--- src/sv/float_narrowing_convert_defines.svh ---
// ---------------------------------------------------------------------------
// Assertion macros for the narrowing float converter
// Shared concurrent assertion forms, clocked on clk; FNC_ASSERT is held off during rst.
// ---------------------------------------------------------------------------
`ifndef FLOAT_NARROWING_CONVERT_DEFINES_SVH
`define FLOAT_NARROWING_CONVERT_DEFINES_SVH

// Implication or plain property, checked at every clock edge out of reset.
`define FNC_ASSERT(lbl, prop, msg) \
  lbl: assert property (@(posedge clk) disable iff (rst) (prop)) else $error(msg);

// Property that is also checked while reset is asserted.
`define FNC_ASSERT_ALWAYS(lbl, prop, msg) \
  lbl: assert property (@(posedge clk) (prop)) else $error(msg);

`endif

--- src/sv/fnc_pkg.sv ---
// ---------------------------------------------------------------------------
// fnc_pkg
// Types, constants and helpers shared by the narrowing float converter.
// ---------------------------------------------------------------------------
package fnc_pkg;

  localparam int WORD_WIDTH  = 32;
  localparam int FRAC_MAX    = 52;
  localparam int SIG_W       = FRAC_MAX + 1;
  localparam int EXP_FIELD_W = 11;
  localparam int EADJ_W      = 14;
  localparam int EB_W        = 12;
  localparam int QUEUE_DEPTH = 2;
  localparam int QPTR_W      = 1;
  localparam int QCNT_W      = 2;

  localparam logic [2:0] REG_IN_EXP_BITS     = 3'd0;
  localparam logic [2:0] REG_IN_FRAC_BITS    = 3'd1;
  localparam logic [2:0] REG_OUT_EXP_BITS    = 3'd2;
  localparam logic [2:0] REG_OUT_FRAC_BITS   = 3'd3;
  localparam logic [2:0] REG_ROUND_MODE      = 3'd4;
  localparam logic [2:0] REG_FLUSH_SUBNORMAL = 3'd5;

  localparam logic [2:0] RM_NEAR_EVEN = 3'd0;
  localparam logic [2:0] RM_TO_ZERO   = 3'd1;
  localparam logic [2:0] RM_DOWN      = 3'd2;
  localparam logic [2:0] RM_UP        = 3'd3;
  localparam logic [2:0] RM_NEAR_AWAY = 3'd4;

  typedef enum logic [1:0] {
    CLS_NAN,
    CLS_INF,
    CLS_ZERO,
    CLS_FINITE
  } cls_t;

  typedef struct packed {
    logic [3:0] ie;
    logic [5:0] ifr;
    logic [3:0] oe;
    logic [5:0] ofr;
    logic [2:0] rm;
    logic       flush;
  } cfg_t;

  typedef struct packed {
    logic                   sign;
    cls_t                   cls;
    logic [EXP_FIELD_W-1:0] ex;
    logic [FRAC_MAX-1:0]    fr;
    logic [5:0]             shl;
  } item_t;

  function automatic logic [11:0] mask12(input logic [3:0] n);
    return 12'((13'd1 << n) - 13'd1);
  endfunction

endpackage

--- src/sv/fnc_front.sv ---
// ---------------------------------------------------------------------------
// fnc_front
// Accepts input words, unpacks and classifies them, and finds the leading
// one of the fraction. One register stage toward the queue.
// ---------------------------------------------------------------------------
module fnc_front (
  input  logic                              clk,
  input  logic                              rst,
  input  fnc_pkg::cfg_t                     cfg,
  input  logic                              in_valid,
  output logic                              in_ready,
  input  logic [fnc_pkg::WORD_WIDTH-1:0]    in_bits,
  output logic                              q_valid,
  input  logic                              q_ready,
  output fnc_pkg::item_t                    q_item
);

  logic           f_valid;
  fnc_pkg::item_t f_item;
  fnc_pkg::item_t item_next;

  logic [63:0]                        w64;
  logic [63:0]                        ex_all;
  logic [6:0]                         sign_pos;
  logic [11:0]                        ex_mask12;
  logic [fnc_pkg::EXP_FIELD_W-1:0]    ex_mask;
  logic [fnc_pkg::FRAC_MAX-1:0]       fr_mask;
  logic [5:0]                         lead;

  always_comb begin
    w64       = {32'd0, in_bits};
    sign_pos  = 7'(cfg.ie) + 7'(cfg.ifr);
    ex_all    = w64 >> cfg.ifr;
    ex_mask12 = fnc_pkg::mask12(cfg.ie);
    ex_mask   = ex_mask12[fnc_pkg::EXP_FIELD_W-1:0];
    fr_mask   = 52'((53'd1 << cfg.ifr) - 53'd1);
    item_next.sign = w64[sign_pos[5:0]];
    item_next.ex   = ex_all[fnc_pkg::EXP_FIELD_W-1:0] & ex_mask;
    item_next.fr   = w64[fnc_pkg::FRAC_MAX-1:0] & fr_mask;
    lead = 6'd0;
    for (int k = 0; k < fnc_pkg::FRAC_MAX; k++) begin
      if (item_next.fr[k]) begin
        lead = 6'(k);
      end
    end
    item_next.shl = cfg.ifr - lead;
    if (item_next.ex == ex_mask) begin
      item_next.cls = (item_next.fr != '0) ? fnc_pkg::CLS_NAN : fnc_pkg::CLS_INF;
    end else if (item_next.ex == '0 && item_next.fr == '0) begin
      item_next.cls = fnc_pkg::CLS_ZERO;
    end else begin
      item_next.cls = fnc_pkg::CLS_FINITE;
    end
  end

  assign in_ready = !f_valid || q_ready;
  assign q_valid  = f_valid;
  assign q_item   = f_item;

  always_ff @(posedge clk) begin
    if (rst) begin
      f_valid <= 1'b0;
    end else if (in_ready) begin
      f_valid <= in_valid;
    end
  end

  always_ff @(posedge clk) begin
    if (in_ready && in_valid) begin
      f_item <= item_next;
    end
  end

endmodule

--- src/sv/fnc_queue.sv ---
// ---------------------------------------------------------------------------
// fnc_queue
// Short queue between the front and back parts so each can stall alone.
// ---------------------------------------------------------------------------
`include "float_narrowing_convert_defines.svh"

module fnc_queue (
  input  logic            clk,
  input  logic            rst,
  input  logic            push_valid,
  output logic            push_ready,
  input  fnc_pkg::item_t  push_item,
  output logic            pop_valid,
  input  logic            pop_ready,
  output fnc_pkg::item_t  pop_item
);

  fnc_pkg::item_t              slots [fnc_pkg::QUEUE_DEPTH];
  logic [fnc_pkg::QPTR_W-1:0]  wptr;
  logic [fnc_pkg::QPTR_W-1:0]  rptr;
  logic [fnc_pkg::QCNT_W-1:0]  count;
  logic                        push;
  logic                        pop;

  assign push_ready = count != fnc_pkg::QCNT_W'(fnc_pkg::QUEUE_DEPTH);
  assign pop_valid  = count != '0;
  assign push       = push_valid && push_ready;
  assign pop        = pop_valid && pop_ready;
  assign pop_item   = slots[rptr];

  always_ff @(posedge clk) begin
    if (rst) begin
      wptr  <= '0;
      rptr  <= '0;
      count <= '0;
    end else begin
      if (push) begin
        wptr <= wptr + 1'b1;
      end
      if (pop) begin
        rptr <= rptr + 1'b1;
      end
      if (push && !pop) begin
        count <= count + 1'b1;
      end else if (pop && !push) begin
        count <= count - 1'b1;
      end
    end
  end

  always_ff @(posedge clk) begin
    if (push) begin
      slots[wptr] <= push_item;
    end
  end

  `FNC_ASSERT(a_count_max, count <= fnc_pkg::QCNT_W'(fnc_pkg::QUEUE_DEPTH), "queue overfilled")
  `FNC_ASSERT(a_count_up, (push && !pop) |=> count == $past(count) + 1'b1, "count missed push")
  `FNC_ASSERT(a_count_down, (pop && !push) |=> count == $past(count) - 1'b1, "count missed pop")

endmodule

--- src/sv/fnc_back.sv ---
// ---------------------------------------------------------------------------
// fnc_back
// Aligns the significand, shifts subnormal results, rounds and packs.
// Three register stages, the last of which is the output register.
// ---------------------------------------------------------------------------
`include "float_narrowing_convert_defines.svh"

module fnc_back (
  input  logic                           clk,
  input  logic                           rst,
  input  fnc_pkg::cfg_t                  cfg,
  input  logic                           in_valid,
  output logic                           in_ready,
  input  fnc_pkg::item_t                 in_item,
  output logic                           out_valid,
  input  logic                           out_ready,
  output logic [fnc_pkg::WORD_WIDTH-1:0] out_bits,
  output logic                           invalid,
  output logic                           overflow,
  underflow
);

  // stage A: aligned significand and adjusted exponent
  logic                              a_valid;
  logic                              a_sign;
  fnc_pkg::cls_t                     a_cls;
  logic [fnc_pkg::SIG_W-1:0]         a_sig;
  logic signed [fnc_pkg::EADJ_W-1:0] a_e;
  // stage B: subnormal shift done
  logic                              b_valid;
  logic                              b_sign;
  fnc_pkg::cls_t                     b_cls;
  logic [fnc_pkg::SIG_W-1:0]         b_sig;
  logic [fnc_pkg::EB_W-1:0]          b_e;

  logic a_adv, b_adv, o_adv;

  logic [fnc_pkg::SIG_W-1:0]         sig_n;
  logic signed [fnc_pkg::EADJ_W-1:0] e_n;
  logic [5:0]                        sh;
  logic [fnc_pkg::SIG_W-1:0]         sig_al;
  logic signed [fnc_pkg::EADJ_W-1:0] e_adj;

  logic [fnc_pkg::EADJ_W-1:0]        nshift;
  logic [fnc_pkg::SIG_W-1:0]         dmask;
  logic [fnc_pkg::SIG_W-1:0]         sig_b_next;
  logic [fnc_pkg::EB_W-1:0]          e_b_next;

  logic                              lb, rb, sb, inc, carry, ovf, unf;
  logic [fnc_pkg::SIG_W-2:0]         m1;
  logic [fnc_pkg::SIG_W-2:0]         msig;
  logic [12:0]                       e_c;
  logic [11:0]                       emax;
  logic [5:0]                        pos;
  logic [63:0]                       res;
  logic [63:0]                       oe_field;
  logic [fnc_pkg::WORD_WIDTH-1:0]    out_next;

  assign o_adv    = !out_valid || out_ready;
  assign b_adv    = !b_valid || o_adv;
  assign a_adv    = !a_valid || b_adv;
  assign in_ready = a_adv;

  always_comb begin
    if (in_item.ex == '0) begin
      sig_n = fnc_pkg::SIG_W'(in_item.fr) << in_item.shl;
      e_n   = fnc_pkg::EADJ_W'(1) - fnc_pkg::EADJ_W'(in_item.shl);
    end else begin
      sig_n = fnc_pkg::SIG_W'(in_item.fr) | (fnc_pkg::SIG_W'(1) << cfg.ifr);
      e_n   = fnc_pkg::EADJ_W'(in_item.ex);
    end
    sh     = cfg.ifr - cfg.ofr - 6'd2;
    sig_al = (sig_n >> sh)
           | fnc_pkg::SIG_W'((sig_n & ((fnc_pkg::SIG_W'(1) << sh) - 1'b1)) != '0);
    e_adj  = e_n + fnc_pkg::EADJ_W'(fnc_pkg::mask12(cfg.oe - 4'd1))
           - fnc_pkg::EADJ_W'(fnc_pkg::mask12(cfg.ie - 4'd1)) - fnc_pkg::EADJ_W'(1);
  end

  always_comb begin
    nshift     = fnc_pkg::EADJ_W'(-a_e);
    dmask      = ~({fnc_pkg::SIG_W{1'b1}} << nshift);
    sig_b_next = a_sig;
    e_b_next   = a_e[fnc_pkg::EB_W-1:0];
    if (a_e < 0) begin
      e_b_next = '0;
      if (nshift >= fnc_pkg::EADJ_W'(64)) begin
        sig_b_next = fnc_pkg::SIG_W'(a_sig != '0);
      end else begin
        sig_b_next = (a_sig >> nshift) | fnc_pkg::SIG_W'((a_sig & dmask) != '0);
      end
    end
  end

  always_comb begin
    lb = b_sig[2];
    rb = b_sig[1];
    sb = b_sig[0];
    case (cfg.rm)
      fnc_pkg::RM_TO_ZERO:   inc = 1'b0;
      fnc_pkg::RM_DOWN:      inc = b_sign && (rb || sb);
      fnc_pkg::RM_UP:        inc = !b_sign && (rb || sb);
      fnc_pkg::RM_NEAR_AWAY: inc = rb;
      default:               inc = rb && (lb || sb);
    endcase
    m1    = b_sig[fnc_pkg::SIG_W-1:2] + (fnc_pkg::SIG_W-1)'(inc);
    carry = m1[cfg.ofr + 6'd1];
    msig  = carry ? (m1 >> 1) : m1;
    e_c   = 13'(b_e) + 13'(carry);
    emax  = fnc_pkg::mask12(cfg.oe) - 12'd1;
    ovf   = 1'b0;
    if (e_c >= 13'(emax)) begin
      msig = '0;
      e_c  = 13'(emax) + 13'd1;
      ovf  = 1'b1;
    end
    unf      = (rb || sb) && e_c == '0 && msig == '0;
    pos      = cfg.oe + cfg.ofr;
    oe_field = 64'(fnc_pkg::mask12(cfg.oe)) << cfg.ofr;
    res      = ((64'(b_sign) << pos) | (64'(e_c) << cfg.ofr)) + 64'(msig);
    if (ovf && (cfg.rm == fnc_pkg::RM_TO_ZERO || (b_sign && cfg.rm == fnc_pkg::RM_UP)
                || (!b_sign && cfg.rm == fnc_pkg::RM_DOWN))) begin
      res = res - 64'd1;
    end
    if (cfg.flush && ((res & oe_field) == '0)) begin
      res = 64'(b_sign) << pos;
    end
    case (b_cls)
      fnc_pkg::CLS_NAN: begin
        res = oe_field | (64'd1 << (cfg.ofr - 6'd1));
        ovf = 1'b0;
        unf = 1'b0;
      end
      fnc_pkg::CLS_INF: begin
        res = (64'(b_sign) << pos) | oe_field;
        ovf = 1'b0;
        unf = 1'b0;
      end
      fnc_pkg::CLS_ZERO: begin
        res = 64'(b_sign) << pos;
        ovf = 1'b0;
        unf = 1'b0;
      end
      default: begin
      end
    endcase
    out_next = res[fnc_pkg::WORD_WIDTH-1:0];
  end

  always_ff @(posedge clk) begin
    if (rst) begin
      a_valid   <= 1'b0;
      b_valid   <= 1'b0;
      out_valid <= 1'b0;
    end else begin
      if (a_adv) begin
        a_valid <= in_valid;
      end
      if (b_adv) begin
        b_valid <= a_valid;
      end
      if (o_adv) begin
        out_valid <= b_valid;
      end
    end
  end

  always_ff @(posedge clk) begin
    if (a_adv && in_valid) begin
      a_sign <= in_item.sign;
      a_cls  <= in_item.cls;
      a_sig  <= sig_al;
      a_e    <= e_adj;
    end
    if (b_adv && a_valid) begin
      b_sign <= a_sign;
      b_cls  <= a_cls;
      b_sig  <= sig_b_next;
      b_e    <= e_b_next;
    end
    if (o_adv && b_valid) begin
      out_bits  <= out_next;
      invalid   <= b_cls == fnc_pkg::CLS_NAN;
      overflow  <= ovf;
      underflow <= unf;
    end
  end

  `FNC_ASSERT(a_nan_flags, out_valid && invalid |-> !overflow && !underflow, "NaN with range flag")
  `FNC_ASSERT(a_flags_excl, out_valid |-> !(overflow && underflow), "overflow and underflow")
  `FNC_ASSERT(a_b_hold, b_valid && !b_adv |=> b_valid && $stable(b_sig) && $stable(b_e), "stage B lost")

endmodule

--- src/sv/float_narrowing_convert.sv ---
// ---------------------------------------------------------------------------
// float_narrowing_convert
// Converts a float in a configurable wide format into a narrower format
// with five rounding modes, range flags and optional subnormal flush.
// ---------------------------------------------------------------------------
//   channel  signals                         transfer when
//   in       in_valid in_ready in_bits       in_valid && in_ready
//   out      out_valid out_ready out_bits..  out_valid && out_ready
//   cfg      cfg_write cfg_index cfg_data    cfg_write
//
// One item per cycle is sustained while the output is not stalled; each
// transfer in passes through the front register, queue, two back stages and the
// output register. Reset loads the register defaults and empties all stages.
// A stall at the output fills the back stages and then the two-entry queue
// before the input stops taking transfers.
// ---------------------------------------------------------------------------
module float_narrowing_convert (
  input  logic                           clk,
  input  logic                           rst,
  input  logic                           cfg_write,
  input  logic [2:0]                     cfg_index,
  input  logic [5:0]                     cfg_data,
  input  logic                           in_valid,
  output logic                           in_ready,
  input  logic [fnc_pkg::WORD_WIDTH-1:0] in_bits,
  output logic                           out_valid,
  input  logic                           out_ready,
  output logic [fnc_pkg::WORD_WIDTH-1:0] out_bits,
  output logic                           invalid,
  output logic                           overflow,
  output logic                           underflow
);

  logic [3:0] in_exp_bits;
  logic [5:0] in_frac_bits;
  logic [3:0] out_exp_bits;
  logic [5:0] out_frac_bits;
  logic [2:0] round_mode;
  logic       flush_subnormal;

  fnc_pkg::cfg_t  cfg;
  logic [5:0]     ofr_c;
  logic           f_valid;
  logic           q_push_ready;
  fnc_pkg::item_t f_item;
  logic           q_valid;
  logic           b_ready;
  fnc_pkg::item_t q_item;

  always_ff @(posedge clk) begin
    if (rst) begin
      in_exp_bits     <= 4'd8;
      in_frac_bits    <= 6'd23;
      out_exp_bits    <= 4'd5;
      out_frac_bits   <= 6'd10;
      round_mode      <= fnc_pkg::RM_NEAR_EVEN;
      flush_subnormal <= 1'b0;
    end else if (cfg_write) begin
      case (cfg_index)
        fnc_pkg::REG_IN_EXP_BITS:     in_exp_bits     <= cfg_data[3:0];
        fnc_pkg::REG_IN_FRAC_BITS:    in_frac_bits    <= cfg_data;
        fnc_pkg::REG_OUT_EXP_BITS:    out_exp_bits    <= cfg_data[3:0];
        fnc_pkg::REG_OUT_FRAC_BITS:   out_frac_bits   <= cfg_data;
        fnc_pkg::REG_ROUND_MODE:      round_mode      <= cfg_data[2:0];
        fnc_pkg::REG_FLUSH_SUBNORMAL: flush_subnormal <= cfg_data[0];
        default: begin
        end
      endcase
    end
  end

  always_comb begin
    cfg.ie  = (in_exp_bits < 4'd2) ? 4'd2 : (in_exp_bits > 4'd11) ? 4'd11 : in_exp_bits;
    cfg.ifr = (in_frac_bits < 6'd4) ? 6'd4
            : (in_frac_bits > 6'd52) ? 6'd52 : in_frac_bits;
    cfg.oe  = (out_exp_bits < 4'd2) ? 4'd2
            : (out_exp_bits > 4'd11) ? 4'd11 : out_exp_bits;
    ofr_c   = (out_frac_bits < 6'd1) ? 6'd1
            : (out_frac_bits > 6'd49) ? 6'd49 : out_frac_bits;
    cfg.ofr = (ofr_c > cfg.ifr - 6'd3) ? cfg.ifr - 6'd3 : ofr_c;
    cfg.rm  = (round_mode > fnc_pkg::RM_NEAR_AWAY) ? fnc_pkg::RM_NEAR_EVEN : round_mode;
    cfg.flush = flush_subnormal;
  end

  fnc_front u_front (
    .clk      (clk),
    .rst      (rst),
    .cfg      (cfg),
    .in_valid (in_valid),
    .in_ready (in_ready),
    .in_bits  (in_bits),
    .q_valid  (f_valid),
    .q_ready  (q_push_ready),
    .q_item   (f_item)
  );

  fnc_queue u_queue (
    .clk        (clk),
    .rst        (rst),
    .push_valid (f_valid),
    .push_ready (q_push_ready),
    .push_item  (f_item),
    .pop_valid  (q_valid),
    .pop_ready  (b_ready),
    .pop_item   (q_item)
  );

  fnc_back u_back (
    .clk       (clk),
    .rst       (rst),
    .cfg       (cfg),
    .in_valid  (q_valid),
    .in_ready  (b_ready),
    .in_item   (q_item),
    .out_valid (out_valid),
    .out_ready (out_ready),
    .out_bits  (out_bits),
    .invalid   (invalid),
    .overflow  (overflow),
    .underflow (underflow)
  );

endmodule
--- config.mk ---
export PLATFORM = sky130hd
export DESIGN_NAME = float_narrowing_convert
export DESIGN_NICKNAME = d
export VERILOG_FILES = /design/src/sv/fnc_pkg.sv /design/src/sv/fnc_front.sv /design/src/sv/fnc_queue.sv /design/src/sv/fnc_back.sv /design/src/sv/float_narrowing_convert.sv
export VERILOG_INCLUDE_DIRS = /design/src /design/src/sv
export SDC_FILE = /design/constraint.sdc
export NUM_CORES = 2
export LEC_CHECK = 0
export BUFFER_PORTS_ARGS = -buffer_cell sky130_fd_sc_hd__buf_2
export CORE_UTILIZATION = 40
export CTS_BUF_LIST = sky130_fd_sc_hd__clkbuf_4 sky130_fd_sc_hd__clkbuf_8
export CTS_CLUSTER_SIZE = 24
export DETAILED_ROUTE_END_ITERATION = 12
export GPL_TIMING_DRIVEN = 0
export HOLD_SLACK_MARGIN = 0.03
export PLACE_DENSITY = 0.54
export SYNTH_ARGS = -nofsm -noshare
export SYNTH_HDL_FRONTEND = slang
export SYNTH_SLANG_ARGS = --single-unit
export TNS_END_PERCENT = 20
--- constraint.sdc ---
create_clock -name clk -period 29.2 [get_ports clk]
set_clock_uncertainty 0.2 [all_clocks]
set_input_delay 0 -clock clk [delete_from_list [all_inputs] [get_ports clk]]
set_output_delay 0 -clock clk [all_outputs]
set_load 0.05 [all_outputs]
Word-level counts from Yosys, hierarchy flattened
Memory sizes are Yosys's and may differ from the RTL's. A register that Yosys moved wholly into a read port is not among the register bits.
Cells that the tools add are included.

cells by class
  $lt $le $gt $ge = 15
  muxes and demuxes = 86
  bitwise operators = 12
  shifts and indexed selects = 15
  eq/ne operators = 13
  add/subtract/negate cells = 31
  reductions and logical operators = 53

operators with widths
  kind                                                 number
  2-to-1 mux 53 bit                                    3
  nonzero test 53 bit                                  3
  2-to-1 mux 6 bit                                     25
  bitwise AND 53 bit                                   2
  OR 53 x 1 -> 53 bit                                  2
  left shift 1 x 6 -> 53 bit (first input constant)    2
  zero test 52 bit                                     2
  2-to-1 mux 52 bit                                    2
  case mux 32 bit (3 select lines)                     1
  2-to-1 mux 5 bit                                     16
  adder 64 x 52 -> 64 bit                              1
  bitwise AND 64 bit                                   1
  zero test 64 bit                                     1
  2-to-1 mux 64 bit                                    1
  OR 32 bit                                            2
  OR 64 bit                                            1
  left shift 1 x 6 -> 64 bit                           1
  left shift 12 x 6 -> 64 bit                          1
  left shift 13 x 6 -> 64 bit                          1
  subtractor 64 x 1 -> 64 bit (second input constant)  1
  inverter 53 bit                                      1
  OR 52 x 53 -> 53 bit                                 1
  left shift 52 x 6 -> 53 bit                          1
  left shift 53 x 14 -> 53 bit (first input constant)  1
  other kinds (67)                                     152

word-level totals
  memories = 1
  register bits after elaboration = 277
  memory bits (writable) = 144

memories
  memory         depth  width  rd ports  clocked after Yosys merged registers in  wr ports  line             source
  u_queue.slots  2      72     1         1                                        1         fnc_queue.sv:18  fnc_pkg::item_t slots [fnc_pkg::QUEUE_DEPTH];

Depth between registers and ports, before layout
  word-level depth = 58
  gate-level depth with buffers = 74
  gate-level depth less buffers = 59

Cells and area by module
From an unflattened synthesis, not the netlist that was laid out.

unflattened totals
  cells, all modules = 5694
  area total of the unflattened synthesis = 46621.0 sq um

modules (own cells, without submodules)
  module                   cells each  area each (sq um)  times used
  fnc_back                 4705        34023.9            1
  fnc_front                578         5740.5             1
  fnc_queue                248         5407.7             1
  float_narrowing_convert  163         1448.9             1

Worst setup path after synthesis
Ideal clock, no wire load.

  kind = register -> register
  start point = register in_frac_bits[2]
  end point = register u_back.out_bits[6] (netlist bit), data pin
  path slack = 13.544 ns
  period minus slack after synthesis = 15.656 ns
  setup time = 0.261 ns
  stages on the path, launching flop included = 66
  path buffers = 12
  data required time = 28.739 ns
  data arrival time = 15.195 ns
  path through = dfxtp_1 -> or4_1 -> and3_1 -> buf_2 -> buf_6 -> clkbuf_1 -> and2_1 -> ha_1 -> inv_1 -> ha_1 -> and4_1 -> nand2_1 -> nand3_1 -> nand2_1 -> buf_2 -> buf_2 -> clkbuf_1 -> clkbuf_1 -> [... 30 more ...] -> o21ai_0 -> a2111oi_2 -> a211oi_1 -> or3_1 -> and2_1 -> or4_1 -> or4b_1 -> nor4_2 -> a2111oi_0 -> a41oi_1 -> xnor2_1 -> nor3_1 -> nor4b_1 -> o221ai_1 -> a211oi_4 -> nor2_2 -> buf_6 -> a221o_1

between the ends
  cells in the longest elaborated chain, start to end = 22
  elaborated cells between the ends (all ways) = 34

RTL lines
  item                                    line                           source
  start: declaration                      float_narrowing_convert.sv:35  logic [5:0] in_frac_bits;
  start signal: assignment                float_narrowing_convert.sv:61  fnc_pkg::REG_IN_FRAC_BITS: in_frac_bits <= cfg_data;
  > comparator 6 bit                      float_narrowing_convert.sv:75  : (in_frac_bits > 6'd52) ? 6'd52 : in_frac_bits;
  2-to-1 mux 6 bit                        float_narrowing_convert.sv:75
  2-to-1 mux 6 bit (*)                    float_narrowing_convert.sv:74  cfg.ifr = (in_frac_bits < 6'd4) ? 6'd4
  subtractor 6 x 2 -> 6 bit (*)           float_narrowing_convert.sv:80  cfg.ofr = (ofr_c > cfg.ifr - 6'd3) ? cfg.ifr - 6'd3 : ofr_c;
  > comparator 6 bit                      float_narrowing_convert.sv:80
  2-to-1 mux 6 bit (*)                    float_narrowing_convert.sv:80
  adder 6 x 1 -> 6 bit                    fnc_back.sv:106                carry = m1[cfg.ofr + 6'd1];
  binary-select mux 1 bit (select 6 bit)  fnc_back.sv:106
  [... 7 more ...]                        -
  subtractor 64 x 1 -> 64 bit             fnc_back.sv:122                res = res - 64'd1;
  2-to-1 mux 64 bit                       fnc_back.sv:120                if (ovf && (cfg.rm == fnc_pkg::RM_TO_ZERO || (b_sign && cfg.rm == fnc_pkg::RM_UP)
  bitwise AND 64 bit                      fnc_back.sv:124                if (cfg.flush && ((res & oe_field) == '0)) begin
  zero test 64 bit                        fnc_back.sv:124
  logical AND 1 bit                       fnc_back.sv:124
  2-to-1 mux 32 bit                       fnc_back.sv:124
  case mux 32 bit (3 select lines) (*)    fnc_back.sv:127                case (b_cls)
  net u_back.res[6]                       fnc_back.sv:55                 logic [63:0] res;
  end signal: assignment                  fnc_back.sv:181                out_bits <= out_next;
  end: declaration                        fnc_back.sv:17                 output logic [fnc_pkg::WORD_WIDTH-1:0] out_bits,

Mark *: on every way through the listed nets, which the timed path passes. The rest lies on a longest branch. The select of a mux whose other input is x is not followed.
A chain may end at the register's enable or synchronous reset.

Worst setup path after layout
  start point = register in_frac_bits[5]
  end point = register u_back.out_bits[15] (netlist bit), data pin

Same word-level chain as after synthesis.

==> impl_results.md <==
* Chip height at 331.0 um
* Vias in the first global route at 45970
* Clk sinks at 362
* Status: complete, but fails checks
* Fin nets at 6072
* Mux contribution to synthesized area at 12.51%
* Setup Buffers After CTS at 0
* Antenna violations before repair at 22
* H-tree Lvls at 3
* CTS Buffer Depth at 3
* Final Hold Vio Count at 0
* Dominant synthesized flop cell: edfxtp_1
* Total congestion overflow at 0
* Max Fanout on Critical Path at 11
* Required time of the critical path at 29.51 ns
* Critical Path Most Common Cell: ha_1
* Power Dens Cells at 96.39 mW/mm^2
* Yosys reg bits at 362
* Setup slack after layout at 3.206 ns
* # hold bufs at CTS at 78
* Rel. slew slack at -6.142%
* Post-Synth Adder-Cell Area at 4.641%
* Pre-antenna DRT Iters at 7
* Leak at 17.24 nW
* First-pass GRT wire length at 326800 um
* Critical Path Sink Type: register
* Arrival @ worst endpoint at 26.30 ns
* YS warnings at 0
* Layout cells sized above 1 at 7.507%
* All-Layer GR Usage at 40.99%
* Worst IR Drop VDD at 0.00006178 V
* Number of max-slew violations in the final report at 26
* Tcrit/Tclk final at 89.02%
* Clk Latency, worst-skew pair at 0.77 ns
* Routed wire per std cell at 31.33 um
* Largest net degree at the start of global routing at 68
* Post-synth EDFFs at 329
* R2R Path Start: in_frac_bits[5]
* Clock-pin transition on the worst setup and hold timing paths at 0.06 ns
* Fin crit period at 25.99 ns
* Mapped Cells at 5621
* Post-route ant nets at 0
* Actual slew at the worst max-slew pin at 1.575 ns
* Worst min path class: input port to register
* Xor and xnor area share after synthesis at 4.916%
* Sequential fraction of the synthesis area at 24.34%
* Starting Density at 40.39%
* Post-layout util at 44.82%
* Asr flop ratio synth at 0%
* Vias per inst at 6.683
* Fin Setup TNS at 0 ns
* Crit path kind: register to register
* Setup WS pre-CTS at 5.216 ns
* Synth Area per Inst at 7.702 sq um
* Max Clk Rate at 38.47 MHz
* Clock tree from TritonCTS: done
* Crit-path max cell delay at 1.28 ns
* CP Launch Point: in_frac_bits[5]
* Synth Area in Compound Gates at 25.80%
* Post-DP HPWL at 180100 um
* Gpl congestion at 1.083
* Largest family of logic cells by synthesized area: compound AO/OA/AOI/OAI gates
* Resize count post-CTS at 0
* RSZ-0062 raised after global routing: false
* CTS root buffer: clkbuf_8
* I/O Buffers at 79
* Drt total wl at 229900 um
* Max-cap viol count at 7
* # DRC at 0
* Area growth from synthesis to layout at 10.99%
* Core area at 0.1072 sq mm
* Vias at 49050
* I/O pins at 83
* Syn Std Cell Area at 0.04330 sq mm
* FP Rows at 120
* Simple-Gate Fraction of Synth Area at 22.92%
* Slowest-stage cell, CP: o21ai_0
* Synth cell types at 118
* Total clock buffers created by CTS at 68
* Area of the die at 0.1096 sq mm
* Failing checks: max-capacitance violations, max-slew violations
* Iter 0 DRT Violations at 6407
* Die width at 331.0 um
* Final Setup Violations at 0
* Worst Setup Start Kind: register
* Hold_sp: rst
-- per-layer routing --
layer | global-route usage (%) | wire length (um)
met5 | 0 | 140
met4 | 28.88 | 19620
met3 | 10.85 | 22690
met2 | 64.03 | 100900
met1 | 48.94 | 86570
-- Yosys cell counts, drive strengths merged (39+ instances only) --
library cell    n  area share [%]
nand4          71             1.0
and3           44            0.64
nor3          147             1.7
edfxtp        329              23
inv           153             1.3
and2           55            0.79
nor2          576             5.0
ha            131             3.8
clkbuf        274             2.4
o221ai         40            0.82
a211oi         82             1.5
o21ai         402             4.7
xor2           88             1.8
a21oi         443             5.1
mux2           66             1.7
nand3         167             1.9
or3            39            0.56
nor2b          50            0.72
mux2i         350             8.1
a31oi          65            0.94
o211ai         67             1.2
o22ai         119             1.7
nand2b         46            0.66
a21o           46            0.80
nand2         767             6.7
xnor2         155             3.1
buf           107             1.1
nor4           78             1.2
mux4           52             2.7
-- flip-flops by register name, summed over array words and instances, names as in the netlist, 3 cells and up, named ones only --
name,flops
in_frac_bits,6
u_back.b_e,12
u_back.out_bits,32
u_queue.slots,104
round_mode,3
u_back.a_e,14
in_exp_bits,4
out_exp_bits,4
u_back.a_sig,53
out_frac_bits,6
u_front.q_item,52
u_back.b_sig,53
-- worst paths after layout --
path | end | slack, ns | cells past startpoint
worst max register to register | u_back.out_bits[15] | 3.21 | 64
worst min register to register | u_back.b_cls[1] | 0.21 | 0
worst min-delay path | out_frac_bits[1] | 0.08 | 3
worst max-delay path | u_back.out_bits[15] | 3.21 | 64
-- final cells by class --
cell class | instances | area [sq um]
Sequential cell | 362 | 10540
Multi-Input combinational cell | 4733 | 30790
Inverter | 160 | 604.3
Buffer | 381 | 1498
Fill cell | 11130 | 59150
Clock inverter | 35 | 364.1
Tap cell | 1403 | 1755
Antenna cell | 9 | 22.52
Clock buffer | 86 | 1102
Timing Repair Buffer | 171 | 1379
-- cells in the final DEF (no fill, tap or decap), types with 88 or more instances in the layout --
cell type / count
a21oi_1: 441
inv_1: 147
nand3_1: 167
mux2i_1: 350
xnor2_1: 153
ha_1: 131
o22ai_1: 117
edfxtp_1: 329
buf_2: 101
o21ai_0: 384
clkbuf_1: 274
nor2_1: 574
nor3_1: 145
nand2_1: 766
xor2_1: 88
-- power breakdown --
part	switching (W)	internal [W]	total [W]
Sequential	0.000183	0.000739	0.000922
Clock	0.000253	0.000299	0.000551
Combinational	0.00222	0.000943	0.00316
Total	0.00265	0.00198	0.00463
-- worst max-delay path, delay by kind of cell (launching register included) --
| kind | cells | cell delay [ns] |
|---|---|---|
| flops | 1 | 0.31 |
| fa+ha+maj | 7 | 2.27 |
| simple gates | 15 | 6.14 |
| xor+xnor | 3 | 1.36 |
| mux | 1 | 0.15 |
| compound gates | 24 | 9.45 |
| buf+inv | 14 | 5.81 |
-- cell families after synthesis --
logic type | Yosys count
compound gates | 1706
xor+xnor | 243
fa+ha+maj | 150
buf+inv | 541
flops | 362
mux | 468
other cells | 2
simple gates | 2149
-- per-stage QoR --
| step | area, sq um | total power [W] | hold WS (ns) | std cells |
|---|---|---|---|---|
| after detailed placement | 45710 | 0.003890 | 0.05216 | 7128 |
| after CTS | 47950 | 0.004466 | 0.03063 | 7327 |
| after global routing | 48030 | 0.004807 | 0.1193 | 7333 |
| after global placement | 45500 | 0.003916 | 0.04633 | 7118 |
| final | 48050 | 0.004632 | 0.07878 | 7340 |
| after floorplan | 43350 | 0.002784 | -0.07152 | 5636 |
No activity file was read; power rests on OpenSTA's default activity.
